### config.mk
export PLATFORM = sky130hd
export DESIGN_NAME = calendar_date_subtract_core
export DESIGN_NICKNAME = d
export VERILOG_FILES = /design/src/sv/cds_pkg.sv /design/src/sv/calendar_date_subtract_core.sv /design/src/sv/cds_leap.sv
export SDC_FILE = /design/constraint.sdc
export NUM_CORES = 1
export LEC_CHECK = 0
export ABC_AREA = 1
export BUFFER_PORTS_ARGS = -buffer_cell sky130_fd_sc_hd__buf_2
export CAP_MARGIN = 20
export CORE_UTILIZATION = 34
export DETAILED_ROUTE_END_ITERATION = 16
export PLACE_DENSITY_LB_ADDON = 0.15
export SETUP_SLACK_MARGIN = 0.15
export SLEW_MARGIN = 25
export SYNTH_ARGS = -nofsm -noshare
export SYNTH_HDL_FRONTEND = slang
export SYNTH_SLANG_ARGS = --single-unit
export TNS_END_PERCENT = 5
### constraint.sdc
create_clock -name clock -period 14.85 [get_ports clock]
set_input_delay 2.2275 -clock clock [delete_from_list [all_inputs] [get_ports clock]]
set_output_delay 2.2275 -clock clock [all_outputs]
set_load 0.01 [all_outputs]
### src/sv/cds_pkg.sv
// ----------------------------------------------------------------------------
// cds_pkg: shared types, constants and calendar functions
// Holds the unit codes, the sequencer states, the leap-year request struct
// and the month-length and leap-year functions used by the date subtractor.
// ----------------------------------------------------------------------------
`default_nettype none

package cds_pkg;

   localparam int unsigned YEAR_W  = 16;
   localparam int unsigned YEAR_IW = 17;   // working year, one bit of headroom
   localparam int unsigned DIFF_W  = 22;   // year minus up to 1023 millennia
   localparam int unsigned PROD_W  = 20;   // amount times unit, up to 1023000
   localparam int unsigned AMT_W   = 10;
   localparam int unsigned REM_W   = 13;   // up to 1023 weeks in days
   localparam int unsigned MONTH_W = 4;
   localparam int unsigned DAY_W   = 5;

   localparam logic [MONTH_W-1:0] MONTH_JAN = 4'd1;
   localparam logic [MONTH_W-1:0] MONTH_FEB = 4'd2;
   localparam logic [MONTH_W-1:0] MONTH_APR = 4'd4;
   localparam logic [MONTH_W-1:0] MONTH_JUN = 4'd6;
   localparam logic [MONTH_W-1:0] MONTH_SEP = 4'd9;
   localparam logic [MONTH_W-1:0] MONTH_NOV = 4'd11;
   localparam logic [MONTH_W-1:0] MONTH_DEC = 4'd12;

   localparam logic [DAY_W-1:0] DAYS_LONG     = 5'd31;
   localparam logic [DAY_W-1:0] DAYS_SHORT    = 5'd30;
   localparam logic [DAY_W-1:0] DAYS_FEB      = 5'd28;
   localparam logic [DAY_W-1:0] DAYS_FEB_LEAP = 5'd29;

   localparam logic signed [YEAR_IW-1:0] YEAR_MIN_I = -17'sd32768;
   localparam logic signed [DIFF_W-1:0]  YEAR_MIN_D = -22'sd32768;

   typedef enum logic [2:0] {
      OP_DAY        = 3'd0,
      OP_WEEK       = 3'd1,
      OP_MONTH      = 3'd2,
      OP_YEAR       = 3'd3,
      OP_DECADE     = 3'd4,
      OP_CENTURY    = 3'd5,
      OP_MILLENNIUM = 3'd6
   } op_type;

   typedef enum logic [2:0] {
      ST_IDLE,
      ST_LEAP,
      ST_FIX,
      ST_DAY_STEP,
      ST_MONTH_STEP,
      ST_YEAR_MUL,
      ST_YEAR_SUB,
      ST_DONE
   } state_type;

   typedef struct packed {
      logic                     load;
      logic signed [YEAR_IW-1:0] year;
   } cds_leap_req_type;

   // Days in a month; month codes outside 1..12 give 31.
   function automatic logic [DAY_W-1:0] month_len(input logic [MONTH_W-1:0] m,
                                                  input logic leap);
      logic [DAY_W-1:0] len;
      begin
         len = DAYS_LONG;
         if (m == MONTH_FEB) begin
            len = leap ? DAYS_FEB_LEAP : DAYS_FEB;
         end else if ((m == MONTH_APR) || (m == MONTH_JUN) ||
                      (m == MONTH_SEP) || (m == MONTH_NOV)) begin
            len = DAYS_SHORT;
         end
         return len;
      end
   endfunction

   // Gregorian rule on the magnitude of the year. Divisibility by 25 folds the
   // value with 1024 = -1 (mod 25) and finishes with a reciprocal multiply.
   function automatic logic is_leap(input logic signed [YEAR_IW-1:0] y);
      logic [YEAR_IW-1:0] mag;
      logic [10:0]        t1;
      logic [10:0]        t2;
      logic [16:0]        prod;
      logic [10:0]        q;
      logic [10:0]        q25;
      logic               d4;
      logic               d16;
      logic               d25;
      begin
         mag  = y[YEAR_IW-1] ? YEAR_IW'(-y) : YEAR_IW'(y);
         t1   = {1'b0, mag[9:0]} + 11'd1000 - {4'b0, mag[16:10]};
         t2   = {1'b0, t1[9:0]} + 11'd25 - {10'b0, t1[10]};
         prod = {6'b0, t2} * 17'd41;
         q    = {5'b0, prod[15:10]};
         q25  = (q << 4) + (q << 3) + q;
         d25  = (q25 == t2);
         d4   = (mag[1:0] == 2'b00);
         d16  = (mag[3:0] == 4'b0000);
         return (d16 && d25) || (d4 && !d25);
      end
   endfunction

endpackage : cds_pkg

`default_nettype wire

### src/sv/calendar_date_subtract_core.sv
// ----------------------------------------------------------------------------
// calendar_date_subtract_core: Gregorian date minus an amount of units
// Subtracts days, weeks, months or whole years, decades, centuries or
// millennia from a date, clamping the day to the month length, and flags
// a year that would fall below -32768.
// ----------------------------------------------------------------------------
//
//   Channel | Direction | Handshake              | Payload
//   --------+-----------+------------------------+---------------------------------
//   req     | in        | req_valid / req_ready  | op, amount, year_in, month_in, day_in
//   rsp     | out       | rsp_valid / rsp_ready  | year_out, month_out, day_out, underflow
//
// The year units step through leap check, clamp, multiply, subtract, leap
// check, clamp and done. Days, weeks and months walk back one month per
// cycle within a year through a single subtract-and-compare step; every
// year boundary crossed adds a leap check and a clamp. Reset is
// synchronous and clears the sequencer and the result valid flag. The block
// takes a new transfer whenever the sequencer is idle, even while the
// previous result still waits; a finished result then holds in the last
// state until the result register is free.
// ----------------------------------------------------------------------------
`default_nettype none

module calendar_date_subtract_core (
   input  wire logic        clock,
   input  wire logic        reset,

   input  wire logic        req_valid,
   output logic             req_ready,
   input  wire logic [2:0]  req_op,
   input  wire logic [9:0]  req_amount,
   input  wire logic [15:0] req_year_in,
   input  wire logic [3:0]  req_month_in,
   input  wire logic [4:0]  req_day_in,

   output logic             rsp_valid,
   input  wire logic        rsp_ready,
   output logic [15:0]      rsp_year_out,
   output logic [3:0]       rsp_month_out,
   output logic [4:0]       rsp_day_out,
   output logic             rsp_underflow
);
   import cds_pkg::*;

   // Sequencer and working registers.
   state_type                state_ff,  state_in;
   op_type                   op_ff,     op_in;
   logic [AMT_W-1:0]         amt_ff,    amt_in;
   logic signed [YEAR_IW-1:0] year_ff,  year_in;
   logic [MONTH_W-1:0]       month_ff,  month_in;
   logic [DAY_W-1:0]         day_ff,    day_in;
   logic [REM_W-1:0]         rem_ff,    rem_in;
   logic [PROD_W-1:0]        prod_ff,   prod_in;
   logic                     init_ff,   init_in;
   logic                     uflow_ff,  uflow_in;

   // The starting date after clamping, returned on underflow.
   logic [YEAR_W-1:0]        y0_ff,     y0_in;
   logic [MONTH_W-1:0]       m0_ff,     m0_in;
   logic [DAY_W-1:0]         d0_ff,     d0_in;

   // Result register.
   logic                     rsp_valid_ff,  rsp_valid_in;
   logic [YEAR_W-1:0]        rsp_year_ff,   rsp_year_in;
   logic [MONTH_W-1:0]       rsp_month_ff,  rsp_month_in;
   logic [DAY_W-1:0]         rsp_day_ff,    rsp_day_in;
   logic                     rsp_uflow_ff,  rsp_uflow_in;

   cds_leap_req_type         leap_req;
   logic                     leap;
   logic [DAY_W-1:0]         cur_len;
   logic [DAY_W-1:0]         prev_len;
   logic [MONTH_W-1:0]       prev_month;
   logic [DAY_W-1:0]         clamped_day;
   logic signed [DIFF_W-1:0] year_diff;
   logic [PROD_W-1:0]        unit_prod;
   logic                     final_uflow;

   cds_leap u_leap (
      .clock    (clock),
      .leap_req (leap_req),
      .leap     (leap)
   );

   // Month lengths for the current month and for the one before it in the
   // same year; whenever a length is used, the leap flag belongs to the working year.
   assign prev_month  = month_ff - 4'd1;
   assign cur_len     = month_len(month_ff, leap);
   assign prev_len    = month_len(prev_month, leap);
   assign clamped_day = (day_ff > cur_len) ? cur_len : day_ff;

   assign year_diff = {{(DIFF_W-YEAR_W){y0_ff[YEAR_W-1]}}, y0_ff}
                      - {{(DIFF_W-PROD_W){1'b0}}, prod_ff};
   assign final_uflow = uflow_ff || (year_ff < YEAR_MIN_I);

   // Amount times the unit in years, built from shifts, adds and subtracts.
   always_comb begin
      unit_prod = {{(PROD_W-AMT_W){1'b0}}, amt_ff};
      unique case (op_ff)
         OP_DECADE: begin
            unit_prod = (PROD_W'(amt_ff) << 3) + (PROD_W'(amt_ff) << 1);
         end
         OP_CENTURY: begin
            unit_prod = (PROD_W'(amt_ff) << 6) + (PROD_W'(amt_ff) << 5)
                        + (PROD_W'(amt_ff) << 2);
         end
         OP_MILLENNIUM: begin
            unit_prod = (PROD_W'(amt_ff) << 10) - (PROD_W'(amt_ff) << 4)
                        - (PROD_W'(amt_ff) << 3);
         end
         default: begin
            unit_prod = {{(PROD_W-AMT_W){1'b0}}, amt_ff};
         end
      endcase
   end

   always_comb begin
      state_in      = state_ff;
      op_in         = op_ff;
      amt_in        = amt_ff;
      year_in       = year_ff;
      month_in      = month_ff;
      day_in        = day_ff;
      rem_in        = rem_ff;
      prod_in       = prod_ff;
      init_in       = init_ff;
      uflow_in      = uflow_ff;
      y0_in         = y0_ff;
      m0_in         = m0_ff;
      d0_in         = d0_ff;
      rsp_valid_in  = rsp_valid_ff && !rsp_ready;
      rsp_year_in   = rsp_year_ff;
      rsp_month_in  = rsp_month_ff;
      rsp_day_in    = rsp_day_ff;
      rsp_uflow_in  = rsp_uflow_ff;
      leap_req.load = 1'b0;
      leap_req.year = year_ff;
      req_ready     = 1'b0;

      unique case (state_ff)
         ST_IDLE: begin
            req_ready = 1'b1;
            if (req_valid) begin
               // Out-of-range month and a zero day are pulled into range here;
               // the day is clamped to the month length once the leap flag is in.
               op_in    = op_type'(req_op);
               amt_in   = req_amount;
               year_in  = {req_year_in[YEAR_W-1], req_year_in};
               y0_in    = req_year_in;
               if (req_month_in < MONTH_JAN) begin
                  month_in = MONTH_JAN;
               end else if (req_month_in > MONTH_DEC) begin
                  month_in = MONTH_DEC;
               end else begin
                  month_in = req_month_in;
               end
               m0_in    = month_in;
               day_in   = (req_day_in == 5'd0) ? 5'd1 : req_day_in;
               init_in  = 1'b1;
               uflow_in = 1'b0;
               state_in = ST_LEAP;
            end
         end

         ST_LEAP: begin
            leap_req.load = 1'b1;
            state_in      = ST_FIX;
         end

         ST_FIX: begin
            if (init_ff) begin
               day_in  = clamped_day;
               d0_in   = clamped_day;
               init_in = 1'b0;
               priority case (op_ff)
                  OP_DAY: begin
                     rem_in   = {{(REM_W-AMT_W){1'b0}}, amt_ff};
                     state_in = ST_DAY_STEP;
                  end
                  OP_WEEK: begin
                     rem_in   = (REM_W'(amt_ff) << 3) - REM_W'(amt_ff);
                     state_in = ST_DAY_STEP;
                  end
                  OP_MONTH: begin
                     rem_in   = {{(REM_W-AMT_W){1'b0}}, amt_ff};
                     state_in = ST_MONTH_STEP;
                  end
                  OP_YEAR, OP_DECADE, OP_CENTURY, OP_MILLENNIUM: begin
                     state_in = ST_YEAR_MUL;
                  end
                  default: begin
                     state_in = ST_DONE;
                  end
               endcase
            end else begin
               priority case (op_ff)
                  OP_DAY, OP_WEEK: begin
                     // A year boundary was crossed: land on 31 December's length.
                     day_in   = cur_len;
                     state_in = ST_DAY_STEP;
                  end
                  OP_MONTH: begin
                     day_in   = clamped_day;
                     state_in = ST_MONTH_STEP;
                  end
                  default: begin
                     day_in   = clamped_day;
                     state_in = ST_DONE;
                  end
               endcase
            end
         end

         ST_DAY_STEP: begin
            // Either consume the whole current month or finish inside it.
            if (rem_ff == '0) begin
               state_in = ST_DONE;
            end else if (rem_ff >= {{(REM_W-DAY_W){1'b0}}, day_ff}) begin
               rem_in = rem_ff - {{(REM_W-DAY_W){1'b0}}, day_ff};
               if (month_ff <= MONTH_JAN) begin
                  month_in = MONTH_DEC;
                  year_in  = year_ff - 17'sd1;
                  state_in = ST_LEAP;
               end else begin
                  month_in = prev_month;
                  day_in   = prev_len;
               end
            end else begin
               day_in   = day_ff - rem_ff[DAY_W-1:0];
               rem_in   = '0;
               state_in = ST_DONE;
            end
         end

         ST_MONTH_STEP: begin
            if (rem_ff == '0) begin
               state_in = ST_DONE;
            end else begin
               rem_in = rem_ff - REM_W'(1);
               if (month_ff <= MONTH_JAN) begin
                  month_in = MONTH_DEC;
                  year_in  = year_ff - 17'sd1;
                  state_in = ST_LEAP;
               end else begin
                  month_in = prev_month;
                  day_in   = (day_ff > prev_len) ? prev_len : day_ff;
               end
            end
         end

         ST_YEAR_MUL: begin
            prod_in  = unit_prod;
            state_in = ST_YEAR_SUB;
         end

         ST_YEAR_SUB: begin
            if (year_diff < YEAR_MIN_D) begin
               uflow_in = 1'b1;
               state_in = ST_DONE;
            end else begin
               year_in  = year_diff[YEAR_IW-1:0];
               state_in = ST_LEAP;
            end
         end

         ST_DONE: begin
            // Hold here until the result register is free.
            if (!rsp_valid_ff || rsp_ready) begin
               rsp_valid_in = 1'b1;
               rsp_uflow_in = final_uflow;
               if (final_uflow) begin
                  rsp_year_in  = y0_ff;
                  rsp_month_in = m0_ff;
                  rsp_day_in   = d0_ff;
               end else begin
                  rsp_year_in  = year_ff[YEAR_W-1:0];
                  rsp_month_in = month_ff;
                  rsp_day_in   = day_ff;
               end
               state_in = ST_IDLE;
            end
         end

         default: begin
            state_in = ST_IDLE;
         end
      endcase
   end

   always_ff @(posedge clock) begin
      if (reset) begin
         state_ff     <= ST_IDLE;
         rsp_valid_ff <= 1'b0;
      end else begin
         state_ff     <= state_in;
         rsp_valid_ff <= rsp_valid_in;
      end
   end

   always_ff @(posedge clock) begin
      op_ff        <= op_in;
      amt_ff       <= amt_in;
      year_ff      <= year_in;
      month_ff     <= month_in;
      day_ff       <= day_in;
      rem_ff       <= rem_in;
      prod_ff      <= prod_in;
      init_ff      <= init_in;
      uflow_ff     <= uflow_in;
      y0_ff        <= y0_in;
      m0_ff        <= m0_in;
      d0_ff        <= d0_in;
      rsp_year_ff  <= rsp_year_in;
      rsp_month_ff <= rsp_month_in;
      rsp_day_ff   <= rsp_day_in;
      rsp_uflow_ff <= rsp_uflow_in;
   end

   assign rsp_valid     = rsp_valid_ff;
   assign rsp_year_out  = rsp_year_ff;
   assign rsp_month_out = rsp_month_ff;
   assign rsp_day_out   = rsp_day_ff;
   assign rsp_underflow = rsp_uflow_ff;

   // An accepted transfer always starts with the leap check of its year.
   a_accept_starts_leap: assert property (@(posedge clock) disable iff (reset)
      (req_valid && req_ready) |=> (state_ff == ST_LEAP))
      else $error("accepted transfer did not start the leap check");

   // The working month stays a real month while an item is in progress.
   a_month_in_range: assert property (@(posedge clock) disable iff (reset)
      (state_ff != ST_IDLE) |-> ((month_ff >= MONTH_JAN) && (month_ff <= MONTH_DEC)))
      else $error("working month left the range 1 to 12");

   // The day walk never sees a zero day.
   a_day_nonzero: assert property (@(posedge clock) disable iff (reset)
      (state_ff == ST_DAY_STEP) |-> (day_ff != 5'd0))
      else $error("day walk reached day zero");

   // Every delivered date is a valid calendar position.
   a_result_valid_date: assert property (@(posedge clock) disable iff (reset)
      rsp_valid |-> ((rsp_day_out != 5'd0) && (rsp_month_out >= MONTH_JAN) &&
                     (rsp_month_out <= MONTH_DEC)))
      else $error("result date out of range");

endmodule : calendar_date_subtract_core

`default_nettype wire

### src/sv/cds_leap.sv
// ----------------------------------------------------------------------------
// cds_leap: registered leap-year flag
// Evaluates the Gregorian leap rule for the working year when asked and
// holds the answer until the next request.
// ----------------------------------------------------------------------------
`default_nettype none

module cds_leap (
   input  wire logic                      clock,
   input  wire cds_pkg::cds_leap_req_type leap_req,
   output logic                           leap
);
   import cds_pkg::*;

   logic leap_ff;
   logic leap_in;

   always_comb begin
      leap_in = leap_ff;
      if (leap_req.load) begin
         leap_in = is_leap(leap_req.year);
      end
   end

   always_ff @(posedge clock) begin
      leap_ff <= leap_in;
   end

   assign leap = leap_ff;

endmodule : cds_leap

`default_nettype wire
==> results of run 1 <==
## worst max-delay path, delay by kind of cell (launching register included)
kind	cells	cell delay (ns)
AOI/OAI and AO/OA	9	1.65
xor gates and xnor gates	2	0.41
buffers and inverters	7	0.54
DFF	1	0.51
adders and majority gates	10	3.28
and+or+nand+nor	27	2.86
## cell families after synthesis
kind of cell    count (synthesis)
fa+ha+maj                     182
compound gates                330
flops                         130
mux                             1
buf+inv                       292
xor+xnor                       62
simple gates                  700
## registers in the layout, summed over array words and instances (netlist names), 10 cells and up
| name | count |
|---|---|
| prod_ff | 20 |
| year_ff | 17 |
| rsp_year_out | 16 |
| y0_ff | 16 |
| rem_ff | 13 |
| amt_ff | 10 |
## worst paths after layout
path	to	slack, ns
max	u_leap.leap	5.37
max reg2reg	u_leap.leap	5.37
min	d0_ff[4]	0.48
min reg2reg	d0_ff[4]	0.48
## per-layer routing
metal / wire (µm) / vias to the layer above / GRT usage
li1: - / 5911 / -
met1: 17400 / 5378 / 0.258
met2: 18000 / 209 / 0.340
met3: 1280 / 52 / 0.0327
met4: 899 / 0 / 0.0629
met5: 0 / - / 0
## placed cells by master, fill, tap and decap left out, types with 9 or more instances in the layout
cell       synthesis  routed
nand2_2           13      13
ha_1             160     160
xor2_1            49      49
o21ai_0          113     113
buf_2              5      69
inv_1            262     262
nand3_1          115     115
edfxtp_1         126     126
nor3_1            27      26
nor2_1           142     139
xnor2_1           12      12
o21ai_1            9       9
nand4_1           21      21
o221ai_1          13      13
nand2_1          347     347
clkbuf_16          0      17
or2_2             10      10
a21oi_1          120     120
fa_1              22      22
o2111ai_1         10      10
o211ai_1          15      15
## area by class of cell
type                    count  share of cell area
inverters                 270              0.0699
well taps                 504              0.0435
diodes                      1            0.000173
clock inverters            12             0.00906
multi-input cells        1275               0.549
repair buffers             77              0.0293
clock buffers              20              0.0322
flip-flops and latches    130               0.267
## through the flow
step           setup WS, ns  hold slack [ns]  cells   util  area, µm²
6_report               5.37            0.477   2289  0.392      14500
5_1_grt                4.51            0.484   2289  0.392      14500
4_1_cts                5.42            0.478   2287  0.391      14500
3_5_place_dp           5.47            0.465   2255  0.375      13900
3_3_place_gp           5.76            0.457   2255  0.375      13900
2_1_floorplan          6.39            0.500   1697      -      12900
==> impl_metrics.csv, run 1 <==
group,metric,value,unit
placement,port_buffers,69,
floorplanning,design.core.area,37000,µm²
clocking,cts_setup_buffers,0,
clocking,hold_buffers,0,
floorplanning,die_w,197,µm
clocking,clock_latency,0.44,ns
global_route,grt_overflow,0,
worst_setup_path,path_max_fanout,6,
logic_synthesis,netlist_area,12900,µm²
routing,dr.pass1.iters,5,
run,max-cap-violations,0,
min_path,hp-class,"reg2reg",
worst_setup_path,r2r_start,"year_ff[2]",
worst_setup_path,start_kind,"flop",
routing,num_vias,11600,
final_layout,fillers,3909,
final_layout,ff_latch_area,3860,µm²
clocking,ctsRootBufferMaster,"clkbuf_16",
worst_setup_path,worstPathRequired,15.04,ns
final_layout,area_delta_synth_final,12.4,%
clocking,cts.path.max_buffers,2,
routing,remaining_drc_errors,0,
logic_synthesis,syn-num-nets,1921,
logic_synthesis,synth_seq_area_share,0.299,
worst_setup_path,worstPathArrival,9.68,ns
routing,post_drt_wl_per_cell,16.4,µm
logic_synthesis,synth_mux_area_frac,0.000873,
worst_setup_path,reg2reg_depth,55,
logic_synthesis,synth_top_area_share,0.293,
clocking,tritoncts,"built",
logic_synthesis,synth-simple-area-share,0.234,
sta,period_share,0.638,
floorplanning,die-area,38700,µm²
sta,finalHoldViolCount,0,
worst_setup_path,endpoint_kind,"flop",
sta,worstMarginPinSlew,0.870,ns
worst_setup_path,slowest_delay,0.54,ns
worst_setup_path,critPathKind,"reg2reg",
worst_setup_path,cp_slowest_cell,"fa_1",
sta,fin_setup_tns,0,ns
final_layout,nets,1995,
logic_synthesis,synth-seq-cells,130,
logic_synthesis,synth_edf_count,126,
clocking,numCtsBuffers,17,
sta,setup_viol,0,
sta,fmax,105,MHz
global_route,grt_pass1_wl,60300,µm
logic_synthesis,synth_top_cell_by_area,"edfxtp_1",
floorplanning,io_pins,70,
sta,rsz0062_at_grt,"false",
logic_synthesis,synthTopCellsByArea,"edfxtp_1 29%, ha_1 16%, nand2_1 10%",
min_path,min_from,"day_ff[4]",
clocking,htree_levels,4,
routing,postRouteAntennaNets,0,
logic_synthesis,synth_fa_ha_area_frac,0.189,
run_status,outcome,"completed",
logic_synthesis,ys.flop_type,"edfxtp_1",
min_path,hold_depth,0,
logic_synthesis,synthTopCellsByCount,"347 x nand2_1, 262 x inv_1, 160 x ha_1",
logic_synthesis,async_reset_ff_frac,0,
logic_synthesis,yosys.cell_count.top_type,"nand2_1",
logic_synthesis,ys_types,51,
clocking,cts.sinks,130,
worst_setup_path,worst_path_most_repeated_cell,"nand2_1",
global_route,first_global_vias,11300,
logic_synthesis,synth_area_per_cell,7.60,µm²
clocking,clk_pin_slew,0.07,ns
routing,drtIter0Drc,737,
routing,finalWirelength,37600,µm
logic_synthesis,synth_cells,1697,
logic_synthesis,yosysWarnings,0,
routing,post_drt_via_cell_ratio,5.05,
floorplanning,die_h,197,µm
placement,dp_hpwl,30500,µm
floorplanning,num_rows,70,
global_route,grt_usage,0.200,
sta,relSlewSlack,0.418,
sta,period_minus_slack,9.48,ns
global_route,grt_max_degree,51,
placement,place_congestion,0.897,
final_layout,multi_input_comb_area,7960,µm²
logic_synthesis,synth_top_family_by_area,"simple AND/OR/NAND/NOR gates",
floorplanning,initial_core_util,0.349,
logic_synthesis,synth_compound_area_frac,0.147,
logic_synthesis,synth_xor_area_frac,0.0435,
global_route,antenna_found_initial,1,
final_layout,drive_gt1_frac,0.0902,
sta,skew,0.0172,ns
sta,finalMaxSlewViolations,0,
worst_setup_path,crit_path_start,"year_ff[2]",
clocking,cts_resized,0,
Power of run 1 is not shown: default switching activity piles up to over one toggle a cycle in this logic, so the estimate is an artifact.
==> run 2, diff against run 1 <==
==> constraint.sdc (replaced) <==
create_clock -name clock -period 8 [get_ports clock]
set_input_delay 1.2 -clock clock [delete_from_list [all_inputs] [get_ports clock]]
set_output_delay 1.2 -clock clock [all_outputs]
set_load 0.01 [all_outputs]
==> impl_metrics.csv, run 2 (synthesized netlist as in run 1, its figures left out) <==
group,metric,value,unit
floorplanning,initial_core_util,0.349,
worst_setup_path,worstPathRequired,8.21,ns
routing,post_drt_via_cell_ratio,4.97,
sta,finalHoldViolCount,0,
floorplanning,io_pins,70,
final_layout,nets,2144,
routing,finalWirelength,38800,µm
final_layout,diodes,0,
worst_setup_path,start_kind,"flop",
clocking,clock_latency,0.45,ns
clocking,cts.sinks,130,
final_layout,area_delta_synth_final,23.4,%
sta,rsz0062_at_grt,"true",
worst_setup_path,worst_path_most_repeated_cell,"nand2_1",
routing,dr.pass1.iters,8,
run,max-cap-violations,0,
sta,relSlewSlack,0.341,
worst_setup_path,critPathKind,"reg2reg",
global_route,grt_max_degree,32,
worst_setup_path,cp_slowest_cell,"fa_2",
final_layout,final_common_cell,"nand2_1",
worst_setup_path,endpoint_kind,"flop",
worst_setup_path,path_max_fanout,4,
worst_setup_path,cp_top_family,"adder cells",
sta,fmax,122,MHz
min_path,hp-class,"reg2reg",
clocking,clk_pin_slew,0.07,ns
final_layout,top_register,"prod_ff",
sta,worstMarginPinSlew,0.985,ns
sta,period_share,1.03,
global_route,antenna_found_initial,0,
floorplanning,die_w,197,µm
floorplanning,die_h,197,µm
final_layout,final_cell_mix,"337 x nand2_1, 257 x inv_1, 155 x buf_4",
global_route,first_global_vias,11700,
clocking,cts.path.max_buffers,2,
sta,skew,0.0124,ns
global_route,grtUsageMet3,0.0287,
global_route,met1_usage,0.273,
sta,period_minus_slack,8.21,ns
final_layout,largestRegisters,"prod_ff (20), year_ff (17)",
floorplanning,num_rows,70,
routing,remaining_drc_errors,0,
clocking,htree_levels,4,
placement,port_buffers,69,
worst_setup_path,reg2reg_depth,56,
worst_setup_path,slowest_delay,0.56,ns
final_layout,drive_gt1_frac,0.184,
routing,drtIter0Drc,720,
min_path,hold_depth,0,
clocking,numCtsBuffers,17,
final_layout,final_area,15900,µm²
placement,dp_hpwl,31300,µm
sta,setup_viol,1,
final_layout,fillers,3781,
final_layout,largest_reg_flops,20,
routing,num_vias,12100,
routing,postRouteAntennaNets,0,
global_route,grt_pass1_wl,61700,µm
sta,fin_setup_tns,-0.208,ns
worst_setup_path,worstPathArrival,8.42,ns
clocking,tritoncts,"built",
global_route,top_usage_layer,"met2",
floorplanning,design.core.area,37000,µm²
clocking,hold_buffers,0,
run_status,violations,"negative setup slack",
global_route,use_met2,0.346,
sta,finalMaxSlewViolations,0,
global_route,grt_overflow,0,
routing,post_drt_wl_per_cell,15.9,µm
sta,worst_slack,-0.208,ns
run_status,outcome,"finished, violations left",
worst_setup_path,critPathBufInv,6,
global_route,grt_usage,0.205,
placement,place_congestion,0.907,
clocking,ctsRootBufferMaster,"clkbuf_16",
worst_setup_path,crit_cells,56,
placement,dpl-instance-area,15100,µm²
floorplanning,die-area,38700,µm²
-- run 2: cell types whose count changed in the layout (fill, tap and decap cells not counted), moves of 5 or more --
cell	previous run	this run
inv_2	7	12
ha_4	0	15
nand2_1	347	337
buf_4	7	155
nand2_2	13	22
inv_1	262	257
ha_1	160	142
-- run 2: what timing repair did --
| action | 4_1_cts | 5_1_grt |
|---|---|---|
| pin swaps | 21 | 0 |
| buffers inserted | 12 | 0 |
| endpoints found under the setup margin | 1 | 1 |
| gates resized for setup | 15 | 11 |
-- run 2: cell type report --
| type | instances | area (µm²) | share of cell area |
|---|---|---|---|
| tap | 504 | 631 | 0.0396 |
| sequential | 130 | 3860 | 0.243 |
| clock inverter | 14 | 140 | 0.00880 |
| multi-input combinational | 1275 | 8290 | 0.521 |
| timing repair buffer | 226 | 1560 | 0.0978 |
| clock buffer | 17 | 425 | 0.0267 |
| inverter | 270 | 1010 | 0.0637 |
-- run 2: final timing paths --
check	start	slack [ns]	end
min reg2reg	day_ff[4]	0.48	d0_ff[4]
max reg2reg	year_ff[2]	-0.21	u_leap.leap
min	day_ff[4]	0.48	d0_ff[4]
max	year_ff[2]	-0.21	u_leap.leap
-- run 2: metal layers --
metal / vias up / part of all wire
li1: 6195 / -
met1: 5647 / 0.48
met2: 205 / 0.47
met3: 48 / 0.032
met4: 0 / 0.019
met5: - / 0
-- run 2: metrics by stage --
step	hold slack, ns	std cells	util	setup slack, ns
after detailed placement	0.461	2393	0.409	-0.647
after floorplan	0.500	1697	-	-0.0313
after global placement	0.458	2391	0.408	-0.523
final	0.484	2436	0.431	-0.208
after global routing	0.508	2436	0.431	-0.858
after CTS	0.480	2436	0.429	-0.222
Power of run 2 is left out for the same reason.
